$ cat src/rtl/core/btm_ram.sv
// Generic single-port-write, single-port-read RAM with registered read data.
// No dependencies.
`timescale 1ns / 1ps

module btm_ram #(
  parameter int WIDTH = 8,
  parameter int DEPTH = 256
) (
  input  logic                     clk_i,
  input  logic                     we_i,
  input  logic [$clog2(DEPTH)-1:0] waddr_i,
  input  logic [WIDTH-1:0]         wdata_i,
  input  logic                     re_i,
  input  logic [$clog2(DEPTH)-1:0] raddr_i,
  output logic [WIDTH-1:0]         rdata_o
);

  logic [WIDTH-1:0] mem_q [DEPTH];
  logic [WIDTH-1:0] rdata_q;

  // Write and registered read
  always_ff @(posedge clk_i) begin
    if (we_i) begin
      mem_q[waddr_i] <= wdata_i;
    end
    if (re_i) begin
      rdata_q <= mem_q[raddr_i];
    end
  end

  assign rdata_o = rdata_q;

endmodule

$ cat config.mk
export PLATFORM = sky130hd
export DESIGN_NAME = btm_ram
export DESIGN_NICKNAME = d
export VERILOG_FILES = /design/src/rtl/core/btm_ram.sv
export SDC_FILE = /design/constraint.sdc
export NUM_CORES = 2
export LEC_CHECK = 0
export ABC_CLOCK_PERIOD_IN_PS = 4900
export BUFFER_PORTS_ARGS = -buffer_cell sky130_fd_sc_hd__buf_2
export CAP_MARGIN = 25
export CORE_ASPECT_RATIO = 1.1
export CORE_MARGIN = 3
export CORE_UTILIZATION = 50
export CTS_BUF_LIST = sky130_fd_sc_hd__clkbuf_8 sky130_fd_sc_hd__clkbuf_16
export DETAILED_ROUTE_END_ITERATION = 10
export MAX_ROUTING_LAYER = met4
export PLACE_DENSITY = 0.72
export SLEW_MARGIN = 0
export SYNTH_ARGS = -nofsm -noshare
export SYNTH_HDL_FRONTEND = slang
export SYNTH_SLANG_ARGS = --single-unit
$ cat constraint.sdc
create_clock -name clk_i -period 4.9 [get_ports clk_i]
set_input_delay 0.98 -clock clk_i [delete_from_list [all_inputs] [get_ports clk_i]]
set_output_delay 0.98 -clock clk_i [all_outputs]
set_load 0.01 [all_outputs]
==> impl_results.html <==
<table>
<tr><th>Metric</th><th>Value</th></tr>
<tr><th colspan="2">CTS</th></tr>
<tr><td>Buffer count from post-CTS setup fixing</td><td>0</td></tr>
<tr><td>Maximum level of the CTS H-tree</td><td>4</td></tr>
<tr><td># resized after CTS</td><td>0</td></tr>
<tr><td>Sink count of the clock tree</td><td>2056</td></tr>
<tr><td>Total clock buffers created by CTS</td><td>190</td></tr>
<tr><td>TritonCTS clock tree</td><td>done</td></tr>
<tr><td>Worst-Skew Late Latency</td><td>0.83 ns</td></tr>
<tr><td>Root buffer cell</td><td>sky130_fd_sc_hd__clkbuf_16</td></tr>
<tr><td>Count of hold-fix buffers inserted at cts</td><td>0</td></tr>
<tr><td>Clock transition at the registers of the reported paths</td><td>0.06 ns</td></tr>
<tr><td>Clock Path Buffers</td><td>3</td></tr>
<tr><th colspan="2">Synth</th></tr>
<tr><td>Most used flip-flop cell after synthesis</td><td>sky130_fd_sc_hd__edfxtp_1</td></tr>
<tr><td>Flip-flop and latch count after synthesis</td><td>2056</td></tr>
<tr><td>Post-synth top area cell</td><td>sky130_fd_sc_hd__edfxtp_1</td></tr>
<tr><td>Fraction of synthesis flops using an asynchronous set or reset pin</td><td>0</td></tr>
<tr><td>Distinct cells, synth</td><td>54</td></tr>
<tr><td>EDFF count, synth</td><td>2056</td></tr>
<tr><td>Syn Nets</td><td>3760</td></tr>
<tr><td>Post-synthesis cell count</td><td>3733</td></tr>
<tr><td>Most instantiated cells after synthesis</td><td>2056 x sky130_fd_sc_hd__edfxtp_1, 454 x sky130_fd_sc_hd__mux4_2, 282 x sky130_fd_sc_hd__nor2_1, 134 x sky130_fd_sc_hd__mux2i_1, 133 x sky130_fd_sc_hd__a22oi_1</td></tr>
<tr><td>Part of the Yosys area used for sequential elements</td><td>0.775</td></tr>
<tr><td>Post-synth top area share</td><td>0.775</td></tr>
<tr><td>Count of yosys warnings during synthesis</td><td>0</td></tr>
<tr><td>Area contributors post-synth</td><td>sky130_fd_sc_hd__edfxtp_1 78%, sky130_fd_sc_hd__mux4_2 13%, sky130_fd_sc_hd__mux2i_1 1.7%, sky130_fd_sc_hd__nor2_1 1.3%, sky130_fd_sc_hd__a22oi_1 1.3%</td></tr>
<tr><td>Cell area after synthesis</td><td>0.0796 mm²</td></tr>
<tr><td>Mean cell area of the mapped netlist</td><td>21.3 µm²</td></tr>
<tr><td>Most frequent cell after synthesis</td><td>sky130_fd_sc_hd__edfxtp_1</td></tr>
<tr><th colspan="2">Worst setup path</th></tr>
<tr><td>Crit end category</td><td>flop</td></tr>
<tr><td>Cells along the critical path</td><td>buf_8, buf_12, buf_12, mux4_2, mux4_2, nor2b_1, nor4_2, buf_4, nor4_1</td></tr>
<tr><td>Largest driver fanout on the critical path</td><td>22</td></tr>
<tr><td>Cell with the largest stage delay on the worst path</td><td>sky130_fd_sc_hd__nor4_2</td></tr>
<tr><td>Required time reported for the critical path endpoint</td><td>5.43 ns</td></tr>
<tr><td>Largest stage delay on the critical path</td><td>0.89 ns</td></tr>
<tr><td>Arr. time, crit path</td><td>4.22 ns</td></tr>
<tr><td>Type of origin of the critical path</td><td>input port</td></tr>
<tr><td>Startpoint-to-endpoint class of the critical path</td><td>in -&gt; reg</td></tr>
<tr><th colspan="2">Global route</th></tr>
<tr><td>Number of global-route vias before repair</td><td>39500</td></tr>
<tr><td>Largest net degree at the start of global routing</td><td>169</td></tr>
<tr><td>Total overflow reported by the global router</td><td>0</td></tr>
<tr><td>Overall routing resource usage</td><td>0.238</td></tr>
<tr><td>First-pass GRT wire length</td><td>276000 µm</td></tr>
<tr><td>Initial antenna violation count</td><td>10</td></tr>
<tr><th colspan="2">STA</th></tr>
<tr><td>Worst path setup slack after routing</td><td>1.22 ns</td></tr>
<tr><td>Final Hold Viols</td><td>0</td></tr>
<tr><td>Sum Neg Setup Slack</td><td>0 ns</td></tr>
<tr><td>Final hold slack</td><td>0.669 ns</td></tr>
<tr><td>Final critical-path required period</td><td>3.68 ns</td></tr>
<tr><td>Headroom to the max-slew limit</td><td>0.213</td></tr>
<tr><td>Unrepaired setup endpoints after global routing</td><td>false</td></tr>
<tr><td>Final setup violating endpoints</td><td>0</td></tr>
<tr><td>Setup skew after layout</td><td>0.0285 ns</td></tr>
<tr><td>Max Transition Viols Final</td><td>0</td></tr>
<tr><td>Share of the cycle needed by the critical path after routing</td><td>0.752</td></tr>
<tr><td>Fmax</td><td>271 MHz</td></tr>
<tr><td>Actual slew at the worst max-slew pin</td><td>1.18 ns</td></tr>
<tr><th colspan="2">Detailed routing</th></tr>
<tr><td>Routed via count divided by cell count</td><td>6.35</td></tr>
<tr><td>Initial DRC Count</td><td>5132</td></tr>
<tr><td>Final routed DRC violation total</td><td>0</td></tr>
<tr><td>First drt pass iteration count</td><td>7</td></tr>
<tr><td>Detailed Route WL</td><td>188000 µm</td></tr>
<tr><td>Routed wire per std cell</td><td>30.7 µm</td></tr>
<tr><td>Count of antenna-violating nets left after detailed routing</td><td>0</td></tr>
<tr><td>Vias after detailed routing</td><td>39000</td></tr>
<tr><th colspan="2">Layout</th></tr>
<tr><td>Area growth from synthesis to final layout</td><td>11.4%</td></tr>
<tr><td>Number of nets in the final layout</td><td>3919</td></tr>
<tr><td>Utilization after layout</td><td>0.565</td></tr>
<tr><td>Fraction of layout instances using a drive strength above 1</td><td>0.230</td></tr>
<tr><td># fillers</td><td>11400</td></tr>
<tr><td>Final standard cell area without fillers</td><td>0.0887 mm²</td></tr>
<tr><th colspan="2">Floorplanning</th></tr>
<tr><td>Rows</td><td>152</td></tr>
<tr><td>Number of placed I/O pins</td><td>35</td></tr>
<tr><td>Height of the chip</td><td>425 µm</td></tr>
<tr><td>Die outline width</td><td>387 µm</td></tr>
<tr><td>Core region area</td><td>0.157 mm²</td></tr>
<tr><td>Initial Util</td><td>0.507</td></tr>
<tr><td>Die area</td><td>0.164 mm²</td></tr>
<tr><th colspan="2">Flow run</th></tr>
<tr><td>Number of violations of the max-capacitance limit</td><td>0</td></tr>
<tr><th colspan="2">Placed design</th></tr>
<tr><td>Setup slack at placement</td><td>0.410 ns</td></tr>
<tr><td>Routability congestion estimate from global placement</td><td>0.892</td></tr>
<tr><td>Dpl hpwl</td><td>115000 µm</td></tr>
<tr><td>Placed cell areas</td><td>0.0828 mm²</td></tr>
<tr><td>IO buf count</td><td>34</td></tr>
<tr><th colspan="2">Run status</th></tr>
<tr><td>Result of the run</td><td>completed</td></tr>
<tr><th colspan="2">Power and ir drop</th></tr>
<tr><td>Pwr/cell area</td><td>398 mW/mm²</td></tr>
<tr><td>Static Leakage</td><td>27.5 nW</td></tr>
<tr><td>Worst vdd ir</td><td>255 µV</td></tr>
<tr><th colspan="2">Worst hold path</th></tr>
<tr><td>Path type of the worst min-delay path</td><td>in -&gt; reg</td></tr>
</table>
==> power breakdown <==
part           internal (mW)  leakage (nW)  switching (mW)
clock network           7.78          3.10            6.35
logic                  0.615          5.93            1.13
registers               19.4          18.5          0.0258
==> cells by family after synthesis <==
group,Yosys count,synth area share
flops,2056,0.775
mux,591,0.146
simple gates,466,0.0263
compound gates,385,0.0342
buf+inv,235,0.0183
==> path summary, 6_finish.rpt <==
kind                start       endpoint  slack [ns]  cells past startpoint
max            raddr_i[0]     rdata_o[1]        1.22                      9
min            wdata_i[1]  mem_q[243][1]        0.67                      1
max reg2reg  mem_q[70][1]     rdata_o[1]        1.85                      6
min reg2reg  mem_q[63][5]     rdata_o[5]        1.12                      5
==> metal layers <==
metal / global-route usage / wire length [µm] / share of wire
met5: - / 0 / 0
met4: 0.0778 / 6250 / 0.033
met3: 0.0509 / 18700 / 0.099
met2: 0.375 / 92600 / 0.49
met1: 0.313 / 70900 / 0.38
==> metrics by stage <==
stage               power (mW)  instances
floorplan                 20.7       3733
global route              36.2       6131
finish                    35.3       6134
global placement          21.5       5773
detailed placement        21.5       5778
CTS                       35.4       6123
==> layout make-up <==
type	instances	area, µm²	area share
multi-input combinational	1442	16500	0.186
timing repair buffer	200	1920	0.0217
sequential	2056	61700	0.696
clock inverter	152	1090	0.0123
antenna	10	25.0	0.000282
tap	2079	2600	0.0293
clock buffer	193	4830	0.0544
inverter	2	7.51	0.0000846
==> placed cells by master (no fill, tap or decap), drive strengths merged, types with 22 or more instances in the layout <==
master and instances:
edfxtp 2056, mux4 456, nor2 282, clkbuf 200, buf 193, mux2i 134
a22oi 133, a21oi 96, clkinv 81, inv 58, o221ai 47, nand3 34
nand2 33, nor2b 31, o22ai 28, nor4 27, nor3 22
==> state kept, by name (all words and copies together) (netlist names) <==
signal   cells
mem_q     2048
rdata_o      8
==> worst max-delay path, delay by kind of cell <==
family,cells,cell delay [ns]
simple gates,3,1.11
buf+inv,4,1.01
mux,2,1.07
(Power assumes the default switching activity.)
