[src/rtl/core/btm_pkg.sv]
// Shared constants and types for the block-interpolating texture mapper.
// No dependencies; imported by btm_walker, btm_outq, the top level and the testbench.
`timescale 1ns / 1ps

package btm_pkg;

  // Block is (1 << BLK_LOG2) pixels on a side
  localparam int BLK_LOG2      = 3;
  localparam int BLOCK_SIZE    = 1 << BLK_LOG2;
  // Texel store is (1 << TEX_SIDE_BITS) texels on a side
  localparam int TEX_SIDE_BITS = 8;
  localparam int TEX_ADDR_W    = 2 * TEX_SIDE_BITS;
  localparam int TEX_DEPTH     = 1 << TEX_ADDR_W;

  localparam int COORD_W = 32;
  localparam int FRAC_W  = 8;
  localparam int POS_W   = 3;
  localparam int PIX_W   = 8;

  // Request codes
  localparam logic REQ_LOAD   = 1'b0;
  localparam logic REQ_RENDER = 1'b1;

  // Per-pixel tags that ride along with a texel read
  typedef struct packed {
    logic [POS_W-1:0] col;
    logic [POS_W-1:0] row;
    logic             last;
  } btm_tag_t;

  // Texel read request from the walker
  typedef struct packed {
    logic                  valid;
    logic [TEX_ADDR_W-1:0] addr;
    btm_tag_t              tag;
  } btm_rd_req_t;

  // One finished result
  typedef struct packed {
    btm_tag_t         tag;
    logic [PIX_W-1:0] pixel;
  } btm_pix_t;

endpackage

[src/rtl/core/btm_outq.sv]
// Two-entry result queue between the texel store read port and the output.
// Depends on btm_pkg.
`timescale 1ns / 1ps

module btm_outq (
  input  logic              clk_i,
  input  logic              rst_ni,
  input  logic              push_i,
  input  btm_pkg::btm_pix_t push_data_i,
  input  logic              pop_i,
  output logic              valid_o,
  output btm_pkg::btm_pix_t data_o,
  output logic [1:0]        count_o
);

  import btm_pkg::*;

  btm_pix_t   entry_q [2];
  logic       rd_ptr_q, rd_ptr_d;
  logic       wr_ptr_q, wr_ptr_d;
  logic [1:0] count_q, count_d;

  // Advance pointers and occupancy
  always_comb begin
    rd_ptr_d = rd_ptr_q ^ pop_i;
    wr_ptr_d = wr_ptr_q ^ push_i;
    count_d  = count_q + 2'(push_i) - 2'(pop_i);
  end

  always_ff @(posedge clk_i or negedge rst_ni) begin
    if (!rst_ni) begin
      rd_ptr_q <= 1'b0;
      wr_ptr_q <= 1'b0;
      count_q  <= '0;
    end else begin
      rd_ptr_q <= rd_ptr_d;
      wr_ptr_q <= wr_ptr_d;
      count_q  <= count_d;
    end
  end

  // Store incoming results
  always_ff @(posedge clk_i) begin
    if (push_i) begin
      entry_q[wr_ptr_q] <= push_data_i;
    end
  end

  assign valid_o = (count_q != '0);
  assign data_o  = entry_q[rd_ptr_q];
  assign count_o = count_q;

endmodule

[config.mk]
export PLATFORM = sky130hd
export DESIGN_NAME = btm_outq
export DESIGN_NICKNAME = d
export VERILOG_FILES = /design/src/rtl/core/btm_pkg.sv /design/src/rtl/core/btm_outq.sv
export SDC_FILE = /design/constraint.sdc
export NUM_CORES = 1
export LEC_CHECK = 0
export BUFFER_PORTS_ARGS = -buffer_cell sky130_fd_sc_hd__buf_2
export CORE_MARGIN = 2
export CORE_UTILIZATION = 50
export DETAILED_ROUTE_END_ITERATION = 10
export PLACE_DENSITY = 0.74
export SLEW_MARGIN = 40
export SYNTH_ARGS = -nofsm -noshare
export SYNTH_HDL_FRONTEND = slang
export SYNTH_SLANG_ARGS = --single-unit
[constraint.sdc]
create_clock -name clk_i -period 2.2 [get_ports clk_i]
set_input_delay 0.66 -clock clk_i [delete_from_list [all_inputs] [get_ports clk_i]]
set_output_delay 0.66 -clock clk_i [all_outputs]
set_load 0.1 [all_outputs]
==> impl_metrics.csv, run 1 <==
group,metric,value,unit
status,status,"completed",
sta,finalSetupViolations,0,
clocking,worstSkewPairLatency,0.32,ns
clocking,ctsResizeCount,0,
logic_synthesis,netlist_instances,62,
sta,tightestPinTransition,0.485,ns
worst_setup_path,cp_data_required_time,1.54,ns
finish,antenna-diode-count,0,
clocking,cts.clk_slew.worst_paths,0.09,ns
hold_path,hp-class,"input pin to async pin",
sta,fmaxAchievable,471,MHz
floorplan,row_count,18,
drt,drt_iter0_drc,8,
clocking,cts_inserted_buffers,5,
place,numPortBuffers,36,
floorplan,die_w,55.7,um
place,dp_hpwl,1.63,mm
clocking,clockRootBuffer,"clkbuf_4",
sta,layout_min_cycle_time,2.13,ns
worst_setup_path,worst-path-max-fanout,15,
drt,via_per_inst,4.86,
worst_setup_path,criticalPathCategory,"flop to primary output",
logic_synthesis,synth_ff_type,"edfxtp_1",
logic_synthesis,async_reset_ff_share,11.8,%
global_routing,grt_max_degree,16,
worst_setup_path,slowest_delay,0.40,ns
sta,rsz0062_at_grt,"false",
floorplan,die_area,3110,um2
clocking,clock_path_buffers,2,
place,place.gp.congestion,0.608,
sta,drv_slew,0,
logic_synthesis,yosys_register_bits,34,
floorplan,initial_core_util,53.6,%
drt,drt_wl_total,2.08,mm
finish,drive_above_1_share,56.5,%
worst_setup_path,crit_chain,"buf_12, mux2_2, buf_12",
drt,vias,671,
global_routing,antenna_found_initial,0,
logic_synthesis,syn_nets,85,
sta,post-route-period-util,96.6,%
sta,finalHoldViolCount,0,
global_routing,grt_first_pass_wirelength,3.33,mm
finish,layout.nets,130,
worst_setup_path,critPathMostFrequentCell,"buf_12",
clocking,cts_setup_buffers,0,
sta,setup-tns-final,0,ns
logic_synthesis,syn_area,1340,um2
drt,postRouteAntennaNets,0,
finish,final_cells,138,
finish,areaGrowthSynthToFinish,37.6,%
worst_setup_path,crit_arrival,1.47,ns
logic_synthesis,synth_most_common_cell,"edfxtp_1",
logic_synthesis,seq_area_frac_synth,74.8,%
logic_synthesis,synth-edff-count,30,
clocking,hold_buffers,0,
global_routing,grt_remaining_overflow,0,
sta,slew_headroom,67.9,%
finish,fillers,151,
logic_synthesis,synthTopCellsByArea,"edfxtp_1 (67%), mux2_4 (10%), dfrtp_1 (7.5%), mux2_2 (5.0%), ha_1 (3.7%)",
clocking,htreeDepth,2,
logic_synthesis,synth_top_area_share,67.3,%
clocking,cts.sinks,34,
drt,drc,0,
global_routing,grt_pass1_vias,739,
worst_setup_path,start_kind,"flop",
place,dp.cells,129,
sta,skew,0.00901,ns
floorplan,core_area,2500,um2
job,drv_cap,0,
logic_synthesis,syn_avg_cell_area,21.6,um2
floorplan,die-height,55.7,um
global_routing,grt_use_total,14.6,%
drt,wl_per_cell,15.1,um
logic_synthesis,yosys_warnings,0,
logic_synthesis,synth_common_cells,"edfxtp_1 (30), mux2_4 (9), mux2_2 (6)",
clocking,tritoncts,"done",
worst_setup_path,cp_slowest_cell,"dfrtp_1",
worst_setup_path,end_kind,"primary output",
floorplan,ios,37,
logic_synthesis,synth_area_leader_cell,"edfxtp_1",
drt,drt_pre_antenna_iters,3,
logic_synthesis,synth_cell_types,11,
==> flip-flops by register name, summed over array words and instances, names as in the netlist <==
signal,cells
rd_ptr_q,1
wr_ptr_q,1
entry_q,30
count_o,2
==> final cells by class <==
type	instances	area (um2)	share of cell area (%)
clock buffers	8	48.8	2.65
flip-flops and latches	34	1000	54.3
repair buffers	40	448	24.3
well taps	30	37.5	2.04
multi-input cells	22	292	15.8
inverters	4	15.0	0.815
==> layer usage <==
metal	global-route usage, %	share of wire, %
met5	0	0
met4	6.27	2.0
met3	5.81	5.5
met2	26.4	55
met1	14.8	38
==> worst max-delay path: cells and delay by family, from the launching register on <==
kind	cells	cell delay (ns)
flops	1	0.40
mux	1	0.38
buf+inv	2	0.34
==> cells by family (layout without fill, tap and decap cells) <==
kind of cell,count (synthesis),after routing,share of synthesized area [%]
buffers and inverters,6,52,3.46
adder cells (fa/ha/maj),4,4,3.74
XOR/XNOR,2,2,2.43
flip-flops,34,34,74.8
AND/OR/NAND/NOR,1,1,0.468
multiplexers,15,15,15.1
==> through the flow <==
stage	utilization, %	area [um2]	setup slack [ns]	hold slack (ns)
after floorplan	-	1340	0.0321	0.364
after global placement	71.4	1790	0.433	0.466
after detailed placement	71.4	1790	0.398	0.473
after CTS	73.4	1830	0.0252	0.113
after global routing	73.7	1840	0.0244	0.111
final	73.7	1840	0.0749	0.125
==> placed cells by master (no fill, tap or decap) <==
cell / netlist / final
mux2_4: 9 / 9
buf_4: 0 / 3
ha_1: 4 / 4
xor3_1: 1 / 1
inv_1: 4 / 4
clkbuf_1: 0 / 3
mux2_2: 6 / 6
xor2_1: 1 / 1
edfxtp_1: 30 / 30
buf_12: 1 / 16
clkbuf_4: 0 / 5
or2_2: 1 / 1
buf_2: 0 / 21
dfrtp_1: 4 / 4
==> path summary, 6_finish.rpt <==
path                       depth (start not counted)          startpoint                      end  slack (ns)
max                                                3  rd_ptr_q$_DFF_PN0_                data_o[2]        0.07
min                                                1              rst_ni       rd_ptr_q$_DFF_PN0_        0.12
max reg2reg                                        3  wr_ptr_q$_DFF_PN0_  entry_q[0][8]$_DFFE_PP_        0.92
min reg2reg                                        3  wr_ptr_q$_DFF_PN0_       wr_ptr_q$_DFF_PN0_        0.62
max in group asynchronous                          1              rst_ni     count_o[1]$_DFF_PN0_        1.95
min in group clk_i                                 1      push_data_i[6]  entry_q[0][6]$_DFFE_PP_        0.52
Power of run 1 is left out: the tool's default activity adds up to more than one toggle a clock period on the data nets, which glitch-free logic cannot reach.
==> run 2, diff against run 1 <==
--- a/config.mk
+++ b/config.mk
@@ -10,6 +10,8 @@
 export CORE_UTILIZATION = 50
 export DETAILED_ROUTE_END_ITERATION = 10
 export PLACE_DENSITY = 0.74
+export RECOVER_POWER = 100
+export SETUP_SLACK_MARGIN = 0.3
 export SLEW_MARGIN = 40
 export SYNTH_ARGS = -nofsm -noshare
 export SYNTH_HDL_FRONTEND = slang
==> run 2 against run 1 <==
  * Non-clock buffer count grew 2
  * Fmax grew 1.6%
  * Final area shrank 2.3%
  * Flip-flop and latch count is the same
  * Via count grew 4.0%
  * Utilization shrank 1.7 points
  * First-iteration DRC count grew 25%
  * Highest routed layer unchanged
==> impl_metrics.csv, run 2 (synthesis results as in run 1) <==
group,metric,value,unit
sta,fmaxAchievable,478,MHz
floorplan,die_w,55.7,um
drt,via_per_inst,4.99,
floorplan,die-height,55.7,um
sta,finalSetupViolations,0,
worst_setup_path,slowest_delay,0.45,ns
finish,largest_register_ffs,30,
drt,wl_per_cell,16.5,um
clocking,tritoncts,"done",
worst_setup_path,timing.reg2reg.worst_path_depth,3,
worst_setup_path,start_kind,"flop",
sta,rsz0062_at_grt,"true",
worst_setup_path,crit_chain,"buf_6, mux2_4, buf_8",
drt,vias,698,
global_routing,grt_use_total,16.8,%
global_routing,antenna_found_initial,0,
finish,antenna-diode-count,0,
worst_setup_path,crit_cells,3,
drt,drt_wl_total,2.30,mm
sta,finalHoldViolCount,0,
clocking,worstSkewPairLatency,0.33,ns
drt,drc,0,
worst_setup_path,cp_slowest_cell,"dfrtp_2",
global_routing,grt_first_pass_wirelength,3.70,mm
place,place.gp.congestion,0.600,
job,drv_cap,0,
sta,skew,0.00301,ns
worst_setup_path,worst-path-max-fanout,7,
sta,drv_slew,0,
floorplan,initial_core_util,53.6,%
status,status,"completed",
clocking,htreeDepth,2,
sta,post-route-period-util,95.1,%
global_routing,grt_remaining_overflow,0,
clocking,hold_buffers,0,
floorplan,core_area,2500,um2
finish,layout.nets,132,
clocking,clockRootBuffer,"clkbuf_4",
hold_path,hp-class,"input pin to async pin",
clocking,cts.sinks,34,
worst_setup_path,cp_num_buf_inv,2,
place,dp_hpwl,1.54,mm
drt,drt_pre_antenna_iters,4,
drt,drt_iter0_drc,10,
sta,slew_headroom,53.3,%
worst_setup_path,cp-startpoint,"rd_ptr_q$_DFF_PN0_",
drt,postRouteAntennaNets,0,
global_routing,grt_max_degree,13,
worst_setup_path,crit_end,"data_o[14]",
worst_setup_path,criticalPathCategory,"flop to primary output",
sta,setup-tns-final,0,ns
floorplan,row_count,18,
sta,tightestPinTransition,0.701,ns
worst_setup_path,r2r-start,"wr_ptr_q$_DFF_PN0_",
worst_setup_path,cp_data_required_time,1.54,ns
clocking,clock_path_buffers,2,
global_routing,grt_pass1_vias,720,
sta,layout_min_cycle_time,2.09,ns
place,numPortBuffers,36,
floorplan,ios,37,
worst_setup_path,crit_arrival,1.43,ns
worst_setup_path,regToRegSetupSlack,0.61,ns
worst_setup_path,end_kind,"primary output",
worst_setup_path,regToRegEndpoint,"entry_q[0][6]$_DFFE_PP_",
worst_setup_path,crit_family,"flip-flops",
clocking,cts.clk_slew.worst_paths,0.10,ns
clocking,cts_inserted_buffers,5,
floorplan,die_area,3110,um2
finish,regMostFlops,"entry_q",
finish,final_common_cell,"edfxtp_1",
finish,areaGrowthSynthToFinish,34.4,%
finish,drive_above_1_share,51.8,%
finish,final_cell_mix,"edfxtp_1 (30), mux2_4 (15), clkbuf_1 (12)",
-- run 2: cell count changes in the layout (fill, tap and decap cells not counted), sizes merged --
cell | previous run | this run
bufinv | 0 | 1
clkinv | 0 | 2
buf | 40 | 27
clkbuf | 8 | 20
-- run 2: stage by stage --
stage,worst slack [ns],instances,hold WS (ns),utilization (%),cell area [um2]
finish,0.108,140,0.146,72.0,1800
floorplan,0.329,62,0.364,-,1340
global placement,0.472,130,0.471,71.3,1780
global route,0.0467,140,0.133,72.0,1800
detailed placement,0.442,130,0.477,71.3,1780
CTS,0.0759,140,0.0993,76.9,1920
-- run 2: per-layer routing --
| layer | GRT usage, % | vias to the layer above | wire length (um) |
|---|---|---|---|
| met4 | 5.23 | 0 | 31 |
| met3 | 8.14 | 4 | 157 |
| met2 | 27.6 | 24 | 1220 |
| li1 | - | 325 | - |
| met1 | 19.5 | 345 | 892 |
| met5 | 0 | - | 0 |
-- run 2: worst min path at each step --
| stage | from | end | slack, ns | depth (start not counted) |
|---|---|---|---|---|
| 5_1_grt | rst_ni | rd_ptr_q$_DFF_PN0_ | 0.13 | 1 |
| 2_1_floorplan | rst_ni | count_o[0]$_DFF_PN0_ | 0.36 | 0 |
| 3_3_place_gp | rst_ni | wr_ptr_q$_DFF_PN0_ | 0.47 | 1 |
| 6_report | rst_ni | count_o[0]$_DFF_PN0_ | 0.15 | 1 |
| 4_1_cts | rst_ni | rd_ptr_q$_DFF_PN0_ | 0.1 | 1 |
| 3_5_place_dp | rst_ni | wr_ptr_q$_DFF_PN0_ | 0.48 | 1 |
-- run 2: cell type report --
| class | instances | area, um2 |
|---|---|---|
| Sequential cell | 34 | 1000 |
| Fill cell | 166 | 701 |
| Timing Repair Buffer | 42 | 348 |
| Multi-Input combinational cell | 22 | 317 |
| Clock inverter | 3 | 40.0 |
| Clock buffer | 5 | 37.5 |
| Tap cell | 30 | 37.5 |
| Inverter | 4 | 15.0 |
-- run 2: what timing repair did --
| action | 4_1_cts | 5_1_grt |
|---|---|---|
| resized for setup | 14 | 2 |
| pin swaps | 0 | 1 |
| setup buffers | 1 | 0 |
| gates cloned | 1 | 0 |
| setup endpoints to repair | 16 | 16 |
| hold endpoints to repair | 0 | 0 |
Power of run 2 is left out for the same reason.
